## config.mk

```make
export PLATFORM = sky130hd
export DESIGN_NAME = verbatim_terminator_scanner
export DESIGN_NICKNAME = d
export VERILOG_FILES = /design/src/rtl/core/vts_pkg.sv /design/src/rtl/core/vts_front.sv /design/src/rtl/core/vts_queue.sv /design/src/rtl/core/vts_back.sv /design/src/rtl/core/verbatim_terminator_scanner.sv
export SDC_FILE = /design/constraint.sdc
export NUM_CORES = 1
export LEC_CHECK = 0
export ABC_AREA = 0
export BUFFER_PORTS_ARGS = -buffer_cell sky130_fd_sc_hd__buf_2
export CELL_PAD_IN_SITES_DETAIL_PLACEMENT = 0
export CELL_PAD_IN_SITES_GLOBAL_PLACEMENT = 1
export CORE_MARGIN = 4
export CORE_UTILIZATION = 40
export CTS_CLUSTER_SIZE = 40
export DETAILED_ROUTE_END_ITERATION = 7
export GPL_ROUTABILITY_DRIVEN = 0
export PLACE_DENSITY_LB_ADDON = 0.1
export SYNTH_ARGS = -nofsm -noshare
export SYNTH_HDL_FRONTEND = slang
export SYNTH_MEMORY_MAX_BITS = 65536
export SYNTH_SLANG_ARGS = --single-unit
```

## constraint.sdc

```tcl
create_clock -name clock -period 7.9 [get_ports clock]
set_clock_uncertainty 0.15 [all_clocks]
set_input_delay 0.79 -clock clock [delete_from_list [all_inputs] [get_ports clock]]
set_output_delay 0.79 -clock clock [all_outputs]
set_load 0.01 [all_outputs]
```

## src/rtl/core/vts_pkg.sv

```systemverilog
// Shared types, keyword tables and helper functions for the verbatim terminator scanner.
`timescale 1ns / 1ps

package vts_pkg;

   localparam int KIND_COUNT          = 12;
   localparam int KIND_W              = 4;
   localparam int CHAR_W              = 8;
   localparam int KW_SLOTS            = 16;
   localparam int KW_LEN_W            = 5;
   localparam int MAX_KEYWORD_LEN_DEF = 16;

   localparam logic [CHAR_W-1:0] CH_COLON      = 8'h3A;
   localparam logic [CHAR_W-1:0] CH_UNDERSCORE = 8'h5F;
   localparam logic [CHAR_W-1:0] CH_AT         = 8'h40;

   // Kind zero is the short fi form; all others close an environment.
   localparam logic [KIND_W-1:0] KIND_FI = 4'd0;

   localparam logic [KW_LEN_W-1:0] KW_LEN [KIND_COUNT] = '{
      5'd3, 5'd13, 5'd14, 5'd16, 5'd12, 5'd9, 5'd12, 5'd12,
      5'd13, 5'd14, 5'd16, 5'd15
   };

   // Classified character on its way from the front end to the scan engine.
   typedef struct packed {
      logic [CHAR_W-1:0] ch;
      logic              at_end;
      logic              cancel_fi;
      logic              mask_ok;
      logic [KIND_W-1:0] kind;
   } item_type;

   // Keyword text, right-justified: the last character sits in the low byte.
   function automatic logic [8*KW_SLOTS-1:0] kw_string(input logic [KIND_W-1:0] kind);
      logic [8*KW_SLOTS-1:0] s;
      s = '0;
      unique case (kind)
         4'd0:    s = "\\fi";
         4'd1:    s = "\\end{comment}";
         4'd2:    s = "\\end{verbatim}";
         4'd3:    s = "\\end{lstlisting}";
         4'd4:    s = "\\end{minted}";
         4'd5:    s = "\\end{asy}";
         4'd6:    s = "\\end{asydef}";
         4'd7:    s = "\\end{pycode}";
         4'd8:    s = "\\end{luacode}";
         4'd9:    s = "\\end{luacode*}";
         4'd10:   s = "\\end{sagesilent}";
         4'd11:   s = "\\end{sageblock}";
         default: s = '0;
      endcase
      return s;
   endfunction

   function automatic logic [KW_LEN_W-1:0] kw_len(input logic [KIND_W-1:0] kind);
      logic [KW_LEN_W-1:0] len;
      len = '0;
      if (int'(kind) < KIND_COUNT) begin
         len = KW_LEN[kind];
      end
      return len;
   endfunction

   // Character at position idx of the keyword; idx is always below the length.
   function automatic logic [CHAR_W-1:0] kw_char(input logic [KIND_W-1:0] kind,
                                                  input logic [KW_LEN_W-1:0] idx);
      logic [8*KW_SLOTS-1:0] s;
      logic [KW_LEN_W-1:0]   slot;
      s    = kw_string(kind);
      slot = kw_len(kind) - 5'd1 - idx;
      return s[8*slot[KW_LEN_W-2:0] +: CHAR_W];
   endfunction

endpackage

```

## src/rtl/core/vts_front.sv

```systemverilog
// Front end: accepts characters, classifies them and registers the classified transaction.
`timescale 1ns / 1ps

module vts_front
   import vts_pkg::*;
(
   input  logic                  clock,
   input  logic                  reset,
   input  logic [KIND_COUNT-1:0] valid_mask,
   input  logic                  in_valid,
   output logic                  in_ready,
   input  logic [CHAR_W-1:0]     in_ch,
   input  logic                  in_at_end,
   output logic                  out_valid,
   input  logic                  out_ready,
   output item_type              out_item
);

   logic              valid_ff;
   logic              valid_in;
   item_type          item_ff;
   item_type          item_in;
   logic [KIND_W-1:0] kind;
   logic [KIND_W:0]   bit_count;
   logic              is_letter;

   // Mask decode: count of set bits and index of the lowest set bit.
   always_comb begin
      kind      = '0;
      bit_count = '0;
      for (int i = KIND_COUNT - 1; i >= 0; i--) begin
         if (valid_mask[i]) begin
            kind = KIND_W'(i);
         end
      end
      for (int i = 0; i < KIND_COUNT; i++) begin
         bit_count = bit_count + {{KIND_W{1'b0}}, valid_mask[i]};
      end
   end

   always_comb begin
      is_letter = (in_ch >= "a" && in_ch <= "z") || (in_ch >= "A" && in_ch <= "Z");
      item_in.ch        = in_ch;
      item_in.at_end    = in_at_end;
      item_in.cancel_fi = is_letter || in_ch == CH_COLON || in_ch == CH_UNDERSCORE
                          || in_ch == CH_AT;
      item_in.mask_ok   = (bit_count == (KIND_W + 1)'(1));
      item_in.kind      = item_in.mask_ok ? kind : '0;
   end

   assign in_ready = !valid_ff || out_ready;
   assign valid_in = (in_valid && in_ready) || (valid_ff && !out_ready);

   always_ff @(posedge clock) begin
      if (reset) begin
         valid_ff <= 1'b0;
      end else begin
         valid_ff <= valid_in;
      end
   end

   always_ff @(posedge clock) begin
      if (in_valid && in_ready) begin
         item_ff <= item_in;
      end
   end

   assign out_valid = valid_ff;
   assign out_item  = item_ff;

endmodule

```

## src/rtl/core/vts_queue.sv

```systemverilog
// Two-entry queue that decouples the front end from the scan engine.
`timescale 1ns / 1ps

module vts_queue
   import vts_pkg::*;
(
   input  logic     clock,
   input  logic     reset,
   input  logic     push_valid,
   output logic     push_ready,
   input  item_type push_item,
   output logic     pop_valid,
   input  logic     pop_ready,
   output item_type pop_item
);

   item_type   mem [2];
   logic       wr_ptr_ff;
   logic       wr_ptr_in;
   logic       rd_ptr_ff;
   logic       rd_ptr_in;
   logic [1:0] count_ff;
   logic [1:0] count_in;
   logic       do_push;
   logic       do_pop;

   assign push_ready = (count_ff != 2'd2);
   assign pop_valid  = (count_ff != 2'd0);
   assign do_push    = push_valid && push_ready;
   assign do_pop     = pop_valid && pop_ready;
   assign pop_item   = mem[rd_ptr_ff];

   always_comb begin
      wr_ptr_in = do_push ? !wr_ptr_ff : wr_ptr_ff;
      rd_ptr_in = do_pop ? !rd_ptr_ff : rd_ptr_ff;
      count_in  = count_ff + {1'b0, do_push} - {1'b0, do_pop};
   end

   always_ff @(posedge clock) begin
      if (reset) begin
         wr_ptr_ff <= 1'b0;
         rd_ptr_ff <= 1'b0;
         count_ff  <= 2'd0;
      end else begin
         wr_ptr_ff <= wr_ptr_in;
         rd_ptr_ff <= rd_ptr_in;
         count_ff  <= count_in;
      end
   end

   always_ff @(posedge clock) begin
      if (do_push) begin
         mem[wr_ptr_ff] <= push_item;
      end
   end

endmodule

```

## src/rtl/core/vts_back.sv

```systemverilog
// Scan engine: keyword matcher state and the registered result stage.
`timescale 1ns / 1ps

module vts_back
   import vts_pkg::*;
#(
   parameter int MAX_KEYWORD_LEN = MAX_KEYWORD_LEN_DEF
) (
   input  logic              clock,
   input  logic              reset,
   input  logic              in_valid,
   output logic              in_ready,
   input  item_type          in_item,
   output logic              rsp_valid,
   input  logic              rsp_ready,
   output logic              rsp_consumed,
   output logic              rsp_mark_end,
   output logic              rsp_done_res,
   output logic              rsp_found,
   output logic [KIND_W-1:0] rsp_symbol
);

   localparam int POS_W = $clog2(MAX_KEYWORD_LEN + 1);
   localparam logic [KW_LEN_W-1:0] LEN_CAP = KW_LEN_W'(MAX_KEYWORD_LEN);

   logic [POS_W-1:0]    match_pos_ff;
   logic [POS_W-1:0]    match_pos_in;
   logic                suffix_check_ff;
   logic                suffix_check_in;
   logic                marked_ff;
   logic                marked_in;
   logic                rsp_valid_ff;
   logic                rsp_valid_in;
   logic                consumed_ff;
   logic                consumed_in;
   logic                mark_end_ff;
   logic                mark_end_in;
   logic                done_ff;
   logic                done_in;
   logic                found_ff;
   logic                found_in;
   logic [KIND_W-1:0]   symbol_ff;
   logic [KIND_W-1:0]   symbol_in;
   logic                load;
   logic [KW_LEN_W-1:0] len;
   logic [KW_LEN_W-1:0] pos;
   logic [KW_LEN_W-1:0] pos_next;

   assign load     = in_valid && (!rsp_valid_ff || rsp_ready);
   assign in_ready = !rsp_valid_ff || rsp_ready;

   always_comb begin
      len = (kw_len(in_item.kind) > LEN_CAP) ? LEN_CAP : kw_len(in_item.kind);
      // A stale position past the end of the selected keyword restarts at zero.
      pos = (KW_LEN_W'(match_pos_ff) >= len) ? '0 : KW_LEN_W'(match_pos_ff);
      pos_next = pos + 5'd1;

      match_pos_in    = match_pos_ff;
      suffix_check_in = suffix_check_ff;
      marked_in       = marked_ff;
      consumed_in     = 1'b0;
      mark_end_in     = 1'b0;
      done_in         = 1'b0;
      found_in        = 1'b0;
      symbol_in       = in_item.kind;

      if (!in_item.mask_ok) begin
         done_in         = 1'b1;
         match_pos_in    = '0;
         suffix_check_in = 1'b0;
         marked_in       = 1'b0;
      end else if (in_item.at_end) begin
         done_in         = 1'b1;
         found_in        = marked_ff;
         match_pos_in    = '0;
         suffix_check_in = 1'b0;
         marked_in       = 1'b0;
      end else if (suffix_check_ff) begin
         if (in_item.cancel_fi) begin
            consumed_in     = 1'b1;
            mark_end_in     = 1'b1;
            marked_in       = 1'b1;
            suffix_check_in = 1'b0;
            match_pos_in    = '0;
         end else begin
            done_in         = 1'b1;
            found_in        = marked_ff;
            match_pos_in    = '0;
            suffix_check_in = 1'b0;
            marked_in       = 1'b0;
         end
      end else if (in_item.ch == kw_char(in_item.kind, pos)) begin
         consumed_in = 1'b1;
         if (pos_next == len) begin
            match_pos_in = '0;
            if (in_item.kind == KIND_FI) begin
               suffix_check_in = 1'b1;
            end else begin
               done_in         = 1'b1;
               found_in        = marked_ff;
               suffix_check_in = 1'b0;
               marked_in       = 1'b0;
            end
         end else begin
            match_pos_in = POS_W'(pos_next);
         end
      end else if (pos != '0 && in_item.ch == kw_char(in_item.kind, '0)) begin
         // Mismatch after a partial match, but the character restarts the keyword.
         consumed_in  = 1'b1;
         match_pos_in = POS_W'(1);
      end else begin
         consumed_in  = 1'b1;
         mark_end_in  = 1'b1;
         marked_in    = 1'b1;
         match_pos_in = '0;
      end

      rsp_valid_in = load || (rsp_valid_ff && !rsp_ready);
   end

   always_ff @(posedge clock) begin
      if (reset) begin
         match_pos_ff    <= '0;
         suffix_check_ff <= 1'b0;
         marked_ff       <= 1'b0;
         rsp_valid_ff    <= 1'b0;
      end else begin
         rsp_valid_ff <= rsp_valid_in;
         if (load) begin
            match_pos_ff    <= match_pos_in;
            suffix_check_ff <= suffix_check_in;
            marked_ff       <= marked_in;
         end
      end
   end

   always_ff @(posedge clock) begin
      if (load) begin
         consumed_ff <= consumed_in;
         mark_end_ff <= mark_end_in;
         done_ff     <= done_in;
         found_ff    <= found_in;
         symbol_ff   <= symbol_in;
      end
   end

   assign rsp_valid    = rsp_valid_ff;
   assign rsp_consumed = consumed_ff;
   assign rsp_mark_end = mark_end_ff;
   assign rsp_done_res = done_ff;
   assign rsp_found    = found_ff;
   assign rsp_symbol   = symbol_ff;

endmodule

```

## src/rtl/core/verbatim_terminator_scanner.sv

```systemverilog
// Top level of the verbatim terminator scanner.
//
// Usage:
//   The request channel (req_valid/req_ready) carries one text character per
//   transaction in req_ch, or req_at_end when the text has ended. Every
//   request produces exactly one response transaction on rsp_valid/rsp_ready
//   telling whether the character was consumed, whether the token end moved
//   past it, and whether the scan is done (with rsp_found and rsp_symbol).
//   csr_wr_en/csr_wr_data write the one-hot kind mask; write it only while no
//   transaction is in flight. A mask that is not one-hot answers every
//   request with done and nothing found.
//   A request passes the front register, then a queue entry, then the result
//   register before its response is valid.
//   Throughput: one character per cycle while rsp_ready stays high, limited by
//   the combinational keyword compare and position update in the scan engine.
//   Reset clears the mask, the matcher state and all pipeline valids.
//   When rsp_ready is low the result register holds; the two-entry queue and
//   the front register absorb further requests before req_ready drops.
`timescale 1ns / 1ps

module verbatim_terminator_scanner
   import vts_pkg::*;
#(
   parameter int MAX_KEYWORD_LEN = MAX_KEYWORD_LEN_DEF
) (
   input  logic                  clock,
   input  logic                  reset,
   input  logic                  csr_wr_en,
   input  logic [KIND_COUNT-1:0] csr_wr_data,
   input  logic                  req_valid,
   output logic                  req_ready,
   input  logic [CHAR_W-1:0]     req_ch,
   input  logic                  req_at_end,
   output logic                  rsp_valid,
   input  logic                  rsp_ready,
   output logic                  rsp_consumed,
   output logic                  rsp_mark_end,
   output logic                  rsp_done_res,
   output logic                  rsp_found,
   output logic [KIND_W-1:0]     rsp_symbol
);

   logic [KIND_COUNT-1:0] valid_mask_ff;
   logic                  front_valid;
   logic                  front_ready;
   item_type              front_item;
   logic                  queue_valid;
   logic                  queue_ready;
   item_type              queue_item;

   always_ff @(posedge clock) begin
      if (reset) begin
         valid_mask_ff <= '0;
      end else if (csr_wr_en) begin
         valid_mask_ff <= csr_wr_data;
      end
   end

   vts_front u_front (
      .clock      (clock),
      .reset      (reset),
      .valid_mask (valid_mask_ff),
      .in_valid   (req_valid),
      .in_ready   (req_ready),
      .in_ch      (req_ch),
      .in_at_end  (req_at_end),
      .out_valid  (front_valid),
      .out_ready  (front_ready),
      .out_item   (front_item)
   );

   vts_queue u_queue (
      .clock      (clock),
      .reset      (reset),
      .push_valid (front_valid),
      .push_ready (front_ready),
      .push_item  (front_item),
      .pop_valid  (queue_valid),
      .pop_ready  (queue_ready),
      .pop_item   (queue_item)
   );

   vts_back #(
      .MAX_KEYWORD_LEN (MAX_KEYWORD_LEN)
   ) u_back (
      .clock        (clock),
      .reset        (reset),
      .in_valid     (queue_valid),
      .in_ready     (queue_ready),
      .in_item      (queue_item),
      .rsp_valid    (rsp_valid),
      .rsp_ready    (rsp_ready),
      .rsp_consumed (rsp_consumed),
      .rsp_mark_end (rsp_mark_end),
      .rsp_done_res (rsp_done_res),
      .rsp_found    (rsp_found),
      .rsp_symbol   (rsp_symbol)
   );

endmodule

```

==> results.md, run 1 <==
* Cells after Synth at about 840
* First DRT Iteration DRCs at ~750
* Post-synth EDFFs at 53
* Antenna cells at 0
* Area contributors post-synth: edfxtp_1 22%, dfxtp_1 7.2%, mux2i_1 6.7%, ha_1 4.5%, nor2_1 3.8%
* Critical Path RT at around 7900 ps
* Final HPWL DP at ~19 mm
* Fmax at between 0.1 and 0.15 GHz
* Total wire length at between 20 and 30 mm
* First-pass GRT wire length at a little under 40 mm
* Async SR Flop Fraction at 0%
* Layout cell share with drive strength beyond 1 at between 10% and 20%
* Reg clk slew, reported paths at about 60 ps
* Syn Nets at roughly 900
* RSZ-0062 raised after global routing: no
* Area Growth Syn to Fin at 10.4%
* Initial antenna violation count at 0
* Met2 wire len at 11.0 mm
* CP Class: flip-flop to flip-flop
* Clk_lat worst skew at between 300 and 400 ps
* Clock Tree Buf Depth at 2
* Setup violators final at 0
* Status: finished, final reports clean
* TritonCTS clock tree: yes
* Cell variety after synth at 94
* Final non-filler cell total at 1,098
* Worst-Margin Slew at 1180 ps
* Remaining antenna violation count after routing at 0
* Netlist Area Pre-Place at 0.00727 sq mm
* CTS root buf: clkbuf_16
* Fin Setup TNS at 0 ps
* Number of clock sinks at 79
* Multiplexer share of the synthesized area at roughly a tenth
* Max incr delay on CP at approximately 570 ps
* Crit start category: flip-flop
* Post-synth top area share at between 20 and 25%
* Worst hold path class: flip-flop to flip-flop
* Grt total ovfl at 0
* Die Height at approximately 140 um
* Yosys warns at 0
* Worst Path Arrival at approximately 7500 ps
* Synth Area in Adders at 6.68%
* Fin Hold WS at roughly 300 ps
* Simple-gate area share of the yosys netlist at 19.3%
* Slowest-stage cell, CP: dfxtp_2
* Mean post-synth cell area at approximately 8.7 sq um
* P_leak at between 3 and 4 nW
* Input/output buffers at 35
* Placed cell count at between 1,000 and 1,500
* First-pass DRT Iterations at 6
* Number of CTS-inserted buffers at 9
* DP Area at about 0.0077 sq mm
* Power per cell area at 512 mW/mm^2
* Wire per inst at roughly 23 um
* Residual DRC at 0
* Routed metal-1 wire length at between 10 and 15 mm
* Most common flop cell mapped by yosys: edfxtp_1
* Fin area at roughly 0.0080 sq mm
* GRT Total Usage at between 20% and 30%
* Ports at 36
* DR vias/cell at approximately 6.5
* Core area at ~0.018 sq mm
* Post-cts hold buffer count at 0
* Crit. End Element: flip-flop
* Largest family of logic cells by synthesized area: compound AO/OA/AOI/OAI gates
* Largest net degree at the start of global routing at 32
* Top Layer Used: met4
* Die X-Extent at 143 um
* Register area share after synthesis at 29.1%
* Rel. slew slack at roughly a fifth
* Worst vdd ir at around 0.26 mV
* Compound-Gate Fraction of Synth Area at roughly a quarter
* Crit path max fanout at 16
* Max_cap viols at 0
* Fin crit period at roughly 7500 ps
* Die area at 0.0204 sq mm
* Final hold vios at 0
* XOR/XNOR Fraction of Synth Area at roughly 3.7%
* Max-slew violations at 0
* Synth area leader: edfxtp_1
* Via count at around 7,100
* H-tree levels at 3
* Vias in the first global route at around 7,000
* #FFs+latches synth at 79
* Met3 WL at approximately 2.3 mm
* Site Rows at ~50
* Final period util at 94.9%
* Initial core utilization at between 40% and 50%
* Final net count at about 920
==> state kept, by name, indices dropped and copies added, names as in the netlist, named ones only <==
name / flops
u_queue.mem: 30
u_front.out_item: 15
valid_mask_ff: 12
u_back.match_pos_ff: 5
u_back.rsp_symbol: 4
u_queue.count_ff: 2
u_back.marked_ff: 1
u_back.rsp_consumed: 1
u_back.rsp_done_res: 1
u_back.rsp_found: 1
u_back.rsp_mark_end: 1
u_back.rsp_valid: 1
u_back.suffix_check_ff: 1
u_front.out_valid: 1
u_queue.rd_ptr_ff: 1
u_queue.wr_ptr_ff: 1
==> what timing repair did <==
| action | in CTS | in global routing |
|---|---|---|
| buffers inserted | 0 | 3 |
| setup endpoints to repair | 0 | 1 |
| resized for setup | 0 | 1 |
| endpoints found under the hold margin | 0 | 0 |
==> synth_stat cells, drive strengths merged (17+ instances only) <==
library cell / number
nand2: 63
nor2: 76
nand3: 17
clkbuf: 30
dfxtp: 26
o21ai: 47
buf: 27
edfxtp: 53
ha: 26
nor3: 28
mux2i: 51
inv: 49
a21oi: 53
a211oi: 18
==> final cells by class <==
class	count	area, sq um
Clock buffer	9	225
Clock inverter	7	62.6
Fill cell	1784	9880
Inverter	49	184
Multi-Input combinational cell	653	4700
Sequential cell	79	2110
Tap cell	229	287
Timing Repair Buffer	72	453
==> layout by cell type (no fill, tap or decap), types with 6 or more instances in the layout <==
cell / n
o21ai_0: 44
buf_4: 37
a21o_1: 6
a211oi_1: 18
nor4_1: 9
o211ai_1: 13
a31oi_1: 15
inv_2: 6
o31ai_1: 6
and3_1: 7
and2_1: 7
nor2b_1: 11
dfxtp_1: 25
xnor2_1: 11
nor2_1: 74
xor2_1: 12
edfxtp_1: 53
or3_1: 10
nor3_1: 25
inv_1: 43
mux2_2: 10
a21oi_1: 51
o22ai_1: 15
clkbuf_16: 9
a22oi_1: 7
nand3_1: 17
nand2_1: 63
fa_1: 8
nand4_1: 8
ha_1: 25
buf_2: 35
nand2b_1: 8
mux2i_1: 48
==> layer usage <==
metal	vias to the layer above	global-route usage (%)
met5	-	0
met4	0	13.5
met3	99	4.62
met2	405	37.7
met1	3363	32.6
li1	3221	-
==> cells by family after synthesis <==
group	after synthesis
simple gates	272
fa+ha+maj	34
buf+inv	106
flops	79
xor+xnor	26
mux	64
compound gates	257
==> path summary, 6_finish.rpt <==
check / startpoint / endpoint / slack [ps] / cells past startpoint
setup / recovery: flip-flop / u_back.rsp_found / 400 / 28
hold / removal: u_front.out_item[3] / u_queue.mem[1][3] / 300 / 0
setup reg to reg: flip-flop / u_back.rsp_found / 400 / 28
hold reg to reg: u_front.out_item[3] / u_queue.mem[1][3] / 300 / 0
==> power by group <==
| group | total, mW | leakage [nW] | switching [mW] | internal [mW] |
|---|---|---|---|---|
| logic | 3.15 | 2.23 | 2.02 | 1.13 |
| clock network | 0.392 | 0.140 | 0.172 | 0.219 |
| registers | 0.563 | 0.715 | 0.0473 | 0.516 |
==> stage by stage <==
| step | total power [mW] | setup WS, ps | util [%] |
|---|---|---|---|
| final | 4.11 | 404 | 44.8 |
| after global routing | 4.34 | 12.9 | 44.8 |
| after CTS | 4.00 | 431 | 44.7 |
| after detailed placement | 3.59 | 478 | 43.1 |
| after global placement | 3.62 | 613 | 43.1 |
| after floorplan | 2.69 | 645 | - |
==> worst max-delay path, delay by kind of cell, from the launching register on <==
kind,cells,cell delay (ps)
simple gates,7,1730
flops,1,570
fa+ha+maj,5,1580
xor+xnor,1,150
buf+inv,4,600
compound gates,9,1940
mux,2,600
Note: power is estimated with default switching activity, not from simulation.
==> run 2, diff against run 1 <==
Settings changed: BUFFER_PORTS_ARGS -buffer_cell sky130_fd_sc_hd__buf_2 to unset, DONT_BUFFER_PORTS set to 1, SYNTH_HIERARCHICAL set to 1.
==> results.md, run 2 <==
* Critical Path RT at 8020 ps (was 7910 ps)
* Final non-filler cell total at 884 (was 1,098)
* Fin Hold WS at 299 ps (was 296 ps)
* Slowest-stage cell, CP: fa_1 (was dfxtp_2)
* Most used cell, CP: ha_1
* Area contributors post-synth: edfxtp_1 25%, dfxtp_1 8.2%, mux2i_1 5.5%, ha_1 4.9%, mux2_1 3.0% (was edfxtp_1 22%, dfxtp_1 7.2%, mux2i_1 6.7%, ha_1 4.5%, nor2_1 3.8%)
* RSZ-0062 raised after global routing: no (unchanged)
* Syn Nets at 741 (was 898)
* Crit path max fanout at 19 (was 16)
* Max reg flops at 30 (unchanged)
* Synth top cells by count: 53 x edfxtp_1, 50 x nor2_1, 36 x inv_1 (was 74 x nor2_1, 63 x nand2_1, 53 x edfxtp_1)
* Mean post-synth cell area at 9.28 sq um (was 8.67 sq um)
* Area occupied by multi-input gates at 0.00386 sq mm (was 0.00470 sq mm)
* H-tree levels at 3 (unchanged)
* Setup violators final at 0 (unchanged)
* Register bank with the most flops: u_queue/mem (was u_queue.mem)
* Worst setup margin at 636 ps (was 404 ps)
* Area Growth Syn to Fin at 8.34% (was 10.4%)
* First-pass DRT Iterations at 5 (was 6)
* Residual DRC at 0 (unchanged)
* GRT Total Usage at 20.3% (was 24.6%)
* Rel. slew slack at 43.1% (was 20.8%)
* Yosys warns at 6 (was 0)
* Netlist Area Pre-Place at 0.00633 sq mm (was 0.00727 sq mm)
* Max incr delay on CP at 440 ps (was 570 ps)
* Final core occ at 44.6% (was 44.8%)
* Max-slew violations at 0 (unchanged)
* Site Rows at 45 (was 49)
* Layout cell share with drive strength beyond 1 at 9.81% (was 15.8%)
* Fin Setup TNS at 0 ps (unchanged)
* CP Class: flip-flop to flip-flop (unchanged)
* Commonest non-fill, non-tap cell in the layout: edfxtp_1 (was nor2_1)
* Largest net degree at the start of global routing at 51 (was 32)
* FF+latch area at 0.00211 sq mm (about the same)
* CP top delay family: compound AO/OA/AOI/OAI gates (unchanged)
* Die area at 0.0179 sq mm (was 0.0204 sq mm)
* Worst-Margin Slew at 853 ps (was 1180 ps)
* Crit start category: flip-flop (unchanged)
* Antenna cells at 0 (unchanged)
* #FFs+latches synth at 79 (unchanged)
* Cells after Synth at 682 (was 838)
* Placed cell count at 868 (was 1,079)
* First DRT Iteration DRCs at 612 (was 752)
* Fin crit period at 7260 ps (was 7500 ps)
* Reg clk slew, reported paths at 60 ps (about the same)
* Async SR Flop Fraction at 0% (unchanged)
* Clock Tree Buf Depth at 2 (unchanged)
* Crit. End Element: flip-flop (unchanged)
* Grt total ovfl at 0 (unchanged)
* Setup WS pre-CTS at 607 ps (was 478 ps)
* Worst Path Arrival at 7380 ps (was 7510 ps)
* First-pass GRT wire length at 28.9 mm (was 39.2 mm)
* Post-synth top area share at 25.1% (was 21.9%)
* Worst vdd ir at 0.205 mV (was 0.256 mV)
* P_leak at 2.55 nW (was 3.09 nW)
* Ports at 36 (unchanged)
* Clk_lat worst skew at 330 ps (about the same)
* Die Height at 134 um (was 143 um)
* Vias in the first global route at 5,244 (was 7,006)
* Via count at 5,392 (was 7,088)
* Cell variety after synth at 88 (was 94)
* Post-CTS setup buffers at 0 (unchanged)
* Register area share after synthesis at 33.4% (was 29.1%)
* TritonCTS clock tree: yes (unchanged)
* Layout fillers at 1,468 (was 1,784)
* Synth area leader: edfxtp_1 (unchanged)
* CP bufs+invs at 4 (unchanged)
* DR vias/cell at 6.10 (was 6.46)
* CTS root buf: clkbuf_16 (unchanged)
* Number of clock sinks at 79 (unchanged)
* Final period util at 92.0% (was 94.9%)
* Wire per inst at 20.6 um (was 22.9 um)
* Fmax at 0.138 GHz (was 0.133 GHz)
* Core area at 0.0154 sq mm (was 0.0179 sq mm)
* Initial antenna violation count at 0 (unchanged)
* Initial core utilization at 41.2% (was 40.6%)
* Status: finished, final reports clean (unchanged)
* Most frequent cells in the layout: 53 x edfxtp_1, 50 x nor2_1, 36 x inv_1 (was 74 x nor2_1, 63 x nand2_1, 53 x edfxtp_1)
* Total wire length at 18.2 mm (was 25.1 mm)
* Power per cell area at 488 mW/mm^2 (was 512 mW/mm^2)
* Number of CTS-inserted buffers at 9 (unchanged)
* Final net count at 727 (was 924)
* Die X-Extent at 134 um (was 143 um)
* Final HPWL DP at 13.1 mm (was 18.8 mm)
* Post-synth EDFFs at 53 (unchanged)
* Max_cap viols at 0 (unchanged)
* Input/output buffers at 0 (was 35)
* Final hold vios at 0 (unchanged)
* Remaining antenna violation count after routing at 0 (unchanged)
* Most common cell in the netlist: edfxtp_1 (was nor2_1)
* Most common flop cell mapped by yosys: edfxtp_1 (unchanged)
* Worst hold path class: flip-flop to flip-flop (unchanged)
-- run 2: cell types whose count changed in the layout (fill, tap and decap cells not counted), moves of 8 or more --
cell      delta
nor3_1      -17
o21ai_0     -19
nand2b_1    +20
buf_2       -35
or3_1        -8
a21oi_1     -18
mux2_1      +15
nand2_1     -31
nor2_1      -24
buf_4       -14
nor2b_1     +14
mux2i_1     -13
-- run 2: cells by family after synthesis --
group           count (synthesis)  synth area share (%)
compound gates                190                  22.1
fa+ha+maj                      33                  7.47
mux                            54                  9.09
xor+xnor                       26                  3.72
buf+inv                        88                  5.77
flops                          79                  33.4
simple gates                  212                  18.5
-- run 2: layout make-up --
type	instances	area share, %
flip-flops and latches	79	30.8
repair buffers	23	2.52
inverters	40	2.19
clock buffers	10	3.65
clock inverters	6	0.784
multi-input cells	515	56.2
well taps	211	3.85
-- run 2: repair_timing --
action                                  CTS  global route
endpoints found under the setup margin    0             2
resized for setup                         0             1
hold buffers                              0             0
-- run 2: worst reg2reg max path: cells and delay by family (launching register included) --
| family | cells | cell delay [ps] |
|---|---|---|
| AOI/OAI and AO/OA | 9 | 2140 |
| and+or+nand+nor | 7 | 1660 |
| adders and majority gates | 5 | 1580 |
| buffers and inverters | 4 | 610 |
| muxes | 2 | 560 |
| DFF | 1 | 360 |
| xor gates and xnor gates | 1 | 170 |
-- run 2: power by group --
part           switching [mW]  internal (mW)  total, mW
clock network           0.170          0.239      0.409
registers              0.0442          0.520      0.565
logic                    1.48          0.887       2.37
-- run 2: worst paths after layout --
path                                     startpoint                     end  slack [ps]  depth (start not counted)
worst min-delay path            u_front/out_item[7]       u_queue/mem[1][7]         300                          0
worst max-delay path                      flip-flop  u_back/match_pos_ff[2]         640                         28
worst max register to register            flip-flop  u_back/match_pos_ff[2]         640                         28
worst min register to register  u_front/out_item[7]       u_queue/mem[1][7]         300                          0
-- run 2: metrics by stage --
step,instance area (sq um),total power [mW]
2_1_floorplan,6330,2.27
3_3_place_gp,6550,2.91
3_5_place_dp,6550,2.89
4_1_cts,6860,3.31
5_1_grt,6860,3.55
6_report,6860,3.35
-- run 2: routing by layer --
metal  GRT usage [%]  up-vias  part of all wire (%)
li1                -     2531                     -
met2            33.2      231                    47
met3            3.00       37                   6.3
met5               0        -                     0
met1            27.7     2593                    44
met4            6.40        0                   2.8
